===== src/rtl/efd_pkg.sv =====
package efd_pkg;

  localparam int unsigned WIN_LEN = 8;
  localparam int unsigned FILL_W = $clog2(WIN_LEN + 1);

  localparam logic [7:0] ESC_BYTE = 8'hDB;
  localparam logic [7:0] ESC_FLIP = 8'h20;

  // index 0 is the oldest byte of the window
  localparam logic [WIN_LEN-1:0][7:0] TERM_PAT = {
    8'hDB, 8'hDB, 8'hFB, 8'hFB, 8'hDB, 8'hDB, 8'hFF, 8'hDF
  };

  localparam logic [15:0] SILENCE_LIMIT_RESET = 16'd1000;
  localparam logic [15:0] SILENCE_MAX = 16'hFFFF;

  typedef enum logic {
    OP_BYTE = 1'b0,
    OP_TICK = 1'b1
  } op_t;

  typedef struct packed {
    op_t        opcode;
    logic [7:0] rx_byte;
  } item_t;

  typedef struct packed {
    logic [7:0] payload_byte;
    logic       payload_valid;
    logic       frame_end;
    logic       aborted;
  } result_t;

endpackage


===== src/rtl/efd_core.sv =====
module efd_core import efd_pkg::*; (
  input  logic        clk,
  input  logic        rst,
  input  logic        accept,
  input  item_t       item,
  input  logic [15:0] silence_limit_ticks,
  output result_t     res
);

  logic [WIN_LEN-1:0][7:0] byte_window;
  logic [WIN_LEN-1:0][7:0] byte_window_next;
  logic [FILL_W-1:0]       window_fill;
  logic [FILL_W-1:0]       window_fill_next;
  logic                    escape_pending;
  logic                    escape_pending_next;
  logic                    in_frame;
  logic                    in_frame_next;
  logic [15:0]             silence_count;
  logic [15:0]             silence_count_next;

  logic [WIN_LEN-1:0][7:0] shifted;
  logic                    full;
  logic                    done;
  logic [7:0]              leaving;
  logic [15:0]             silence_inc;

  // the window shifts on every byte, full or not; only the fill count says how much of it is real
  assign shifted = {item.rx_byte, byte_window[WIN_LEN-1:1]};
  assign full    = (window_fill == FILL_W'(WIN_LEN));
  assign leaving = byte_window[0];
  assign done    = (full || window_fill == FILL_W'(WIN_LEN - 1)) && (shifted == TERM_PAT);
  assign silence_inc = (silence_count == SILENCE_MAX) ? silence_count
                                                      : silence_count + 16'd1;

  always_comb begin
    byte_window_next    = byte_window;
    window_fill_next    = window_fill;
    escape_pending_next = escape_pending;
    in_frame_next       = in_frame;
    silence_count_next  = silence_count;
    res                 = '0;
    if (item.opcode == OP_TICK) begin
      if (in_frame) begin
        if (silence_inc >= silence_limit_ticks) begin
          window_fill_next    = '0;
          escape_pending_next = 1'b0;
          in_frame_next       = 1'b0;
          silence_count_next  = '0;
          res.aborted         = 1'b1;
        end else begin
          silence_count_next = silence_inc;
        end
      end
    end else begin
      byte_window_next   = shifted;
      in_frame_next      = 1'b1;
      silence_count_next = '0;
      if (!full) begin
        window_fill_next = window_fill + FILL_W'(1);
      end
      if (full) begin
        if (escape_pending) begin
          res.payload_byte    = leaving ^ ESC_FLIP;
          res.payload_valid   = 1'b1;
          escape_pending_next = 1'b0;
        end else if (leaving == ESC_BYTE && !done) begin
          escape_pending_next = 1'b1;
        end else begin
          res.payload_byte  = leaving;
          res.payload_valid = 1'b1;
        end
      end
      if (done) begin
        res.frame_end       = 1'b1;
        window_fill_next    = '0;
        escape_pending_next = 1'b0;
        in_frame_next       = 1'b0;
        silence_count_next  = '0;
      end
    end
  end

  always_ff @(posedge clk) begin
    if (rst) begin
      window_fill    <= '0;
      escape_pending <= 1'b0;
      in_frame       <= 1'b0;
      silence_count  <= '0;
    end else if (accept) begin
      window_fill    <= window_fill_next;
      escape_pending <= escape_pending_next;
      in_frame       <= in_frame_next;
      silence_count  <= silence_count_next;
    end
  end

  always_ff @(posedge clk) begin
    if (accept) begin
      byte_window <= byte_window_next;
    end
  end

  a_end_clears: assert property (@(posedge clk) disable iff (rst)
    accept && res.frame_end |=> window_fill == '0 && !in_frame && !escape_pending)
    else $error("frame end did not clear the deframer state");

  a_abort_alone: assert property (@(posedge clk) disable iff (rst)
    res.aborted |-> !res.payload_valid && !res.frame_end && item.opcode == OP_TICK)
    else $error("abort combined with byte results");

  a_escape_in_frame: assert property (@(posedge clk) disable iff (rst)
    escape_pending |-> in_frame && window_fill == FILL_W'(WIN_LEN))
    else $error("escape pending outside a full frame window");

  a_silence_idle: assert property (@(posedge clk) disable iff (rst)
    !in_frame |-> silence_count == '0)
    else $error("silence count running outside a frame");

endmodule


===== src/rtl/escaped_frame_deframer.sv =====
// Deframer for a byte-stuffed stream ended by the terminator DF FF DB DB FB FB DB DB.
// Every input transaction (a raw byte or a one-millisecond tick) gives exactly one result
// transaction, which is registered; a new transaction is taken every cycle while the skid register is empty.
// The result sits in an output register backed by a one-entry skid register, so input
// is stalled only when both hold results that have not been taken. Payload trails the
// input by eight bytes (the terminator window). silence_limit_ticks is written through
// the cfg channel, which is always ready; write it only while the deframer is idle.
module escaped_frame_deframer import efd_pkg::*; (
  input  logic        clk,
  input  logic        rst,
  input  logic        item_valid,
  output logic        item_stall,
  input  item_t       item,
  output logic        result_valid,
  input  logic        result_stall,
  output result_t     result,
  input  logic        cfg_valid,
  output logic        cfg_ready,
  input  logic [15:0] cfg_data
);

  logic [15:0] silence_limit_ticks;
  logic        accept;
  logic        out_take;
  logic        out_free;
  logic        skid_valid;
  result_t     skid;
  result_t     core_res;

  assign cfg_ready  = 1'b1;
  assign item_stall = skid_valid;
  assign accept     = item_valid && !item_stall;
  assign out_take   = result_valid && !result_stall;
  assign out_free   = !result_valid || out_take;

  always_ff @(posedge clk) begin
    if (rst) begin
      silence_limit_ticks <= SILENCE_LIMIT_RESET;
    end else if (cfg_valid && cfg_ready) begin
      silence_limit_ticks <= cfg_data;
    end
  end

  efd_core u_core (
    .clk                 (clk),
    .rst                 (rst),
    .accept              (accept),
    .item                (item),
    .silence_limit_ticks (silence_limit_ticks),
    .res                 (core_res)
  );

  always_ff @(posedge clk) begin
    if (rst) begin
      result_valid <= 1'b0;
      skid_valid   <= 1'b0;
    end else if (out_free) begin
      result_valid <= skid_valid || accept;
      skid_valid   <= skid_valid && accept;
    end else if (accept) begin
      skid_valid <= 1'b1;
    end
  end

  always_ff @(posedge clk) begin
    if (out_free) begin
      if (skid_valid) begin
        result <= skid;
        skid   <= core_res;
      end else begin
        result <= core_res;
      end
    end else if (accept) begin
      skid <= core_res;
    end
  end

  a_skid_behind_out: assert property (@(posedge clk) disable iff (rst)
    skid_valid |-> result_valid)
    else $error("skid register holds a result ahead of the output register");

  a_stall_fills_skid: assert property (@(posedge clk) disable iff (rst)
    accept && result_valid && result_stall |=> skid_valid && result_valid)
    else $error("transaction taken under output stall was lost");

endmodule


===== config.mk =====
export PLATFORM = sky130hd
export DESIGN_NAME = escaped_frame_deframer
export DESIGN_NICKNAME = d
export VERILOG_FILES = /design/src/rtl/efd_pkg.sv /design/src/rtl/efd_core.sv /design/src/rtl/escaped_frame_deframer.sv
export SDC_FILE = /design/constraint.sdc
export NUM_CORES = 1
export LEC_CHECK = 0
export BUFFER_PORTS_ARGS = -buffer_cell sky130_fd_sc_hd__buf_2
export CORE_MARGIN = 2
export CORE_UTILIZATION = 55
export DETAILED_ROUTE_END_ITERATION = 7
export PLACE_DENSITY_LB_ADDON = 0.05
export SYNTH_ARGS = -nofsm -noshare
export SYNTH_HDL_FRONTEND = slang
export SYNTH_SLANG_ARGS = --single-unit
export TNS_END_PERCENT = 10

===== constraint.sdc =====
create_clock -name clk -period 4.55 [get_ports clk]
set_input_delay 0.2275 -clock clk [delete_from_list [all_inputs] [get_ports clk]]
set_output_delay 0.2275 -clock clk [all_outputs]
set_load 0.02 [all_outputs]

**Word-level counts from Yosys, hierarchy flattened**

Index checks and enable logic that the tools add are counted.
Widths: inputs -> output; s select.

- Register bits after elaboration: 126
- Input port bits: 30
- Output and inout bits: 14
- Logic and storage cells: 90

- Muxes and demuxes: 34
- Bitwise operators: 2
- Reduce and logical (&&, ||, !) cells: 19
- $lt $le $gt $ge: 1
- $add $sub $neg: 2
- Equal/unequal tests: 9

Operators with widths:

| kind | number |
|---|---|
| $eq 64x64->1 const B | 1 |
| $mux 16 | 4 |
| $mux 11 | 4 |
| $mux 9 | 3 |
| $mux 4 | 5 |
| $mux 1 | 17 |
| $add 16x1->16 const B | 1 |
| $eq 16x16->1 const B | 1 |
| $ge 16x16->1 | 1 |
| $mux 10 | 1 |
| $eq 8x8->1 const B | 1 |
| $reduce_and 4->1 | 2 |
| $ne 2x1->1 const B | 3 |
| $reduce_and 2->1 | 3 |
| $logic_and 1x1->1 | 5 |
| $add 4x1->4 const B | 1 |
| $eq 4x3->1 const B | 1 |
| $eq 4x4->1 const B | 1 |
| $logic_not 1->1 | 4 |
| $logic_or 1x1->1 | 3 |
| $ne 3x3->1 const B | 1 |
| $reduce_bool 3->1 | 1 |
| $not 1->1 | 2 |
| $reduce_bool 2->1 | 1 |

**Logic depth before layout (Yosys ltp)**

- Depth after elaboration: 11
- Mapped depth: 16
- Gate-level depth less buffers: 14

**Cells and area by module**

From an unflattened synthesis, not the netlist that was laid out.

- Cell total of the unflattened synthesis: 432
- Area, all modules: 5430.2 µm²

By module, submodules not included:

| module | area an instance (µm²) | times used | cells an instance | seq. area each (µm²) |
|---|---|---|---|---|
| efd_core | 3951.3 | 1 | 336 | 2362.3 |
| escaped_frame_deframer | 1478.9 | 1 | 96 | 1021.0 |

**Least setup slack after synthesis**

No wires, ideal clock.

- Path type: reg-to-reg
- Start point: register skid_valid, in the netlist item_stall
- End point: register u_core.byte_window[10] (netlist bit) (enable)
- Required time: 4.064 ns
- Arrival: 3.465 ns
- Path slack: 0.598 ns
- Setup time: 0.486 ns
- Path buffers: 1
- Cell stages (with the launch flop): 4
- Clock period less this slack: 3.952 ns
- Cells stage by stage: dfxtp_1 clkbuf_1 nand2b_1 nor2_1

- Longest elaborated chain between the ends: 3

RTL lines:

| what | line | RTL |
|---|---|---|
| from (decl) | escaped_frame_deframer.sv:26 | `logic skid_valid;` |
| from (signal assigned) | escaped_frame_deframer.sv:59 | `skid_valid <= skid_valid && accept;` |
| $logic_not 1->1 | escaped_frame_deframer.sv:32 | `assign accept = item_valid && !item_stall;` |
| $logic_and 1x1->1 | escaped_frame_deframer.sv:32 |  |
| $reduce_and 2->1 (no source line) | n/a |  |
| to (signal assigned) | efd_core.sv:99 | `byte_window <= byte_window_next;` |
| to (decl) | efd_core.sv:10 | `logic [WIN_LEN-1:0][7:0] byte_window;` |

Every way passes these cells.
A chain may end at the register's enable or synchronous reset.

**Worst setup path in the final report**

- Start point: register u_core.silence_count[7]
- End point: register u_core.silence_count[7]

- Longest elaborated chain between the ends: 6
- Elaborated cells on any way between the ends: 7
- Classes of those cells: add/sub: 1; order compare: 1; eq/ne: 1; mux: 4

RTL lines:

| what | line | RTL |
|---|---|---|
| from (decl) | efd_core.sv:18 | `logic [15:0] silence_count;` |
| from (signal assigned) | efd_core.sv:93 | `silence_count <= silence_count_next;` |
| $add 16x1->16 / $eq 16x16->1 (equally long branches) | efd_core.sv:33, efd_core.sv:32 |  |
| $mux 16 * | efd_core.sv:32 | `assign silence_inc = (silence_count == SILENCE_MAX) ? silence_count` |
| $ge 16x16->1 | efd_core.sv:44 | `if (silence_inc >= silence_limit_ticks) begin` |
| $mux 16 * | efd_core.sv:44 |  |
| $mux 16 * | efd_core.sv:43 | `if (in_frame) begin` |
| $mux 16 * | efd_core.sv:42 | `if (item.opcode == OP_TICK) begin` |

Every way passes the cells marked *; elsewhere a longest branch is shown, timed or not. The select of a mux whose other input is x is not followed.

==> flow_metrics.env <==
export IMPL_max_cap_violations=0
export IMPL_crit_chain="and3_1 > nand4_1 > or3_1 > and2_1 > or3_1 > ha_1 > a21oi_1 > nor2b_1 > o21ai_0 > nand3_1 > nor2_1 > buf_4 > nand2_1 > a311oi_1"
export IMPL_drt_total_wl_mm=9.84
export IMPL_pre_cts_ws_ns=0.734
export IMPL_rsz0062_at_grt="no"
export IMPL_hold_viol=0
export IMPL_power_leakage_uw=0.00244
export IMPL_yosysMostFrequentCell="edfxtp_1"
export IMPL_register_area_mm2=0.00338
export IMPL_synth_area_leaders="edfxtp_1 49%, dfxtp_1 15%, ha_1 4.5%"
export IMPL_ys_types=47
export IMPL_ios=44
export IMPL_start_util=0.569
export IMPL_ys_warn_count=0
export IMPL_io_buffers=42
export IMPL_cts_clk_slew_worst_paths_ns=0.06
export IMPL_dp_hpwl_mm=6.61
export IMPL_cp_max_fo=11
export IMPL_utilization=0.691
export IMPL_worst_ep_arrival_time_ns=4.30
export IMPL_crit_type="register to register"
export IMPL_synth_edf_count=86
export IMPL_cp_top_family="simple AND/OR/NAND/NOR gates"
export IMPL_p_per_area_mw_per_mm2=415
export IMPL_placed_area_mm2=0.00562
export IMPL_dieHeight_um=102
export IMPL_peakVddDrop_mv=0.296
export IMPL_grt_ovfl_total=0
export IMPL_reg2reg_depth=14
export IMPL_grt_max_degree=45
export IMPL_syn_inst=426
export IMPL_die_area_mm2=0.0104
export IMPL_nFillCells=684
export IMPL_gp_congestion=0.866
export IMPL_outcome="finished, final reports clean"
export IMPL_setup_viol_count_final=0
export IMPL_relSlewSlack=0.536
export IMPL_critPathSlowestCell="or3_1"
export IMPL_fin_worst_skew_ns=0.0190
export IMPL_cts_sinks=126
export IMPL_insertion_delay_ns=0.52
export IMPL_holdPathStages=3
export IMPL_critPathBufInv=1
export IMPL_cts_root_buf="clkbuf_8"
export IMPL_crit_cells=14
export IMPL_tritoncts="done"
export IMPL_fin_area_mm2=0.00641
export IMPL_clockBufferDepth=2
export IMPL_min_period_ns=3.90
export IMPL_ys_seq_elements=126
export IMPL_avgViaCountPerCell=5.50
export IMPL_drive_gt1_frac=0.177
export IMPL_route_vias_total=3533
export IMPL_fmax_ghz=0.256
export IMPL_p_sw_frac=0.228
export IMPL_grt_pass1_wl_mm=16.2
export IMPL_comb_power_share=0.050
export IMPL_first_global_vias=3368
export IMPL_synth_top_area_frac=0.489
export IMPL_diodes=0
export IMPL_avgSynthCellArea_um2=12.4
export IMPL_power_frac_seq=0.484
export IMPL_first_pass_iters=5
export IMPL_drcViolationCount=0
export IMPL_syn_area_mm2=0.00528
export IMPL_layout_nets=549
export IMPL_synth_largest_area_cell="edfxtp_1"
export IMPL_finalCritPeriodShare=0.858
export IMPL_end_kind="register"
export IMPL_grtUsageTotal=0.208
export IMPL_cts_resized=0
export IMPL_setup_ws_ns=0.648
export IMPL_ant_nets=0
export IMPL_yosysSeqAreaShare=0.641
export IMPL_async_flop_share=0
export IMPL_startpoint_type="register"
export IMPL_p_int_uw=2060
export IMPL_die_w_um=102
export IMPL_wl_per_cell_um=15.3
export IMPL_p_sw_uw=607
export IMPL_r2r_setup_slack_ns=0.65
export IMPL_fp_coreArea_mm2=0.00928
export IMPL_antenna_found_initial=0
export IMPL_p_clk_frac=0.465
export IMPL_synth_fp_nets=475
export IMPL_drt_iter0_markers=220
export IMPL_hold_path_class="input pin to register"
export IMPL_tns_ns=0
export IMPL_slowest_delay_ns=0.45
export IMPL_num_rows=35
export IMPL_area_growth_synth_to_final_pct=21.5
export IMPL_multi_input_area_mm2=0.00176
export IMPL_ctsHtreeMaxLevel=4
export IMPL_cts_buffers_inserted=17
export IMPL_netlist_top_cells_count="86 x edfxtp_1, 41 x nor2_1, 40 x dfxtp_1"
export IMPL_worst_pin_slew_ns=0.696
export IMPL_crit_top_cell="or3_1"
export IMPL_slew_viol_final=0
export IMPL_cts_setup_buffers=0
export IMPL_crit_required_ns=4.95
export IMPL_ys_flop_type="edfxtp_1"
-- cells by family (layout without fill, tap and decap cells) --
kind of cell    Yosys count  in the layout  share of synthesized area
compound gates           63             63                     0.0794
xor+xnor                 10             10                     0.0166
fa+ha+maj                19             19                     0.0450
buf+inv                  36            123                     0.0263
flops                   126            126                      0.641
mux                      21             21                     0.0424
other cells               1              1                   0.000710
simple gates            150            150                      0.149
-- what timing repair did --
item / CTS / global route
hold buffers: 24 / 0
setup endpoints to repair: 0 / 0
endpoints found under the hold margin: 24 / 0
-- path summary, 6_finish.rpt --
kind                        endpoint                     from
min                       item_stall               item_valid
max reg2reg  u_core.silence_count[7]  u_core.silence_count[7]
min reg2reg   u_core.byte_window[14]   u_core.byte_window[22]
max          u_core.silence_count[7]  u_core.silence_count[7]
-- power groups by stage --
stage	combinational [µW]	clock [µW]	sequential (µW)
floorplan	71.2	0	1320
global placement	116	0	1310
detailed placement	118	0	1310
CTS	134	1260	1290
global route	151	1320	1290
finish	134	1240	1290
-- sequential cells by signal, summed over array words and instances (netlist names) --
name and count:
result_valid 1, u_core.leaving 8, u_core.escape_pending 1, u_core.window_fill 4
u_core.byte_window 56, result 11, u_core.silence_count 16, silence_limit_ticks 16
skid 11, item_stall 1, u_core.in_frame 1
-- through the flow --
| stage | total power, µW | hold WS [ns] | std cells |
|---|---|---|---|
| 6_report | 2660 | 0.0230 | 642 |
| 2_1_floorplan | 1390 | 0.326 | 426 |
| 3_3_place_gp | 1430 | 0.420 | 586 |
| 5_1_grt | 2770 | 0.0352 | 642 |
| 4_1_cts | 2690 | 0.00237 | 642 |
| 3_5_place_dp | 1430 | 0.420 | 586 |
-- worst min-delay path, stage by stage --
cell    delay (ns)
buf_2         0.09
nor2_1        0.05
nor3_1        0.11
-- area by class of cell --
type / instances / share of cell area
Timing Repair Buffer: 69 / 0.0737
Inverter: 22 / 0.0129
Multi-Input combinational cell: 264 / 0.275
Clock inverter: 14 / 0.0205
Tap cell: 129 / 0.0252
Clock buffer: 18 / 0.0652
Sequential cell: 126 / 0.528
-- per-layer routing --
metal / vias up / global-route usage / share of wire
met4: 0 / 0.0779 / 0.0075
met5: - / 0 / 0
met3: 7 / 0.0499 / 0.050
met2: 109 / 0.312 / 0.46
li1: 1731 / - / -
met1: 1686 / 0.298 / 0.48
-- placed cells by master, fill, tap and decap left out, drive strengths merged, types with 10 or more instances in the layout --
master / n
dfxtp: 40
mux2: 11
buf: 45
ha: 19
edfxtp: 86
nand3: 10
nand4: 11
a21oi: 16
nand2: 34
o21ai: 13
a22oi: 12
mux2i: 10
dlygate4sd3: 24
nor2: 41
inv: 27
clkbuf: 18
(Power assumes the default switching activity.)
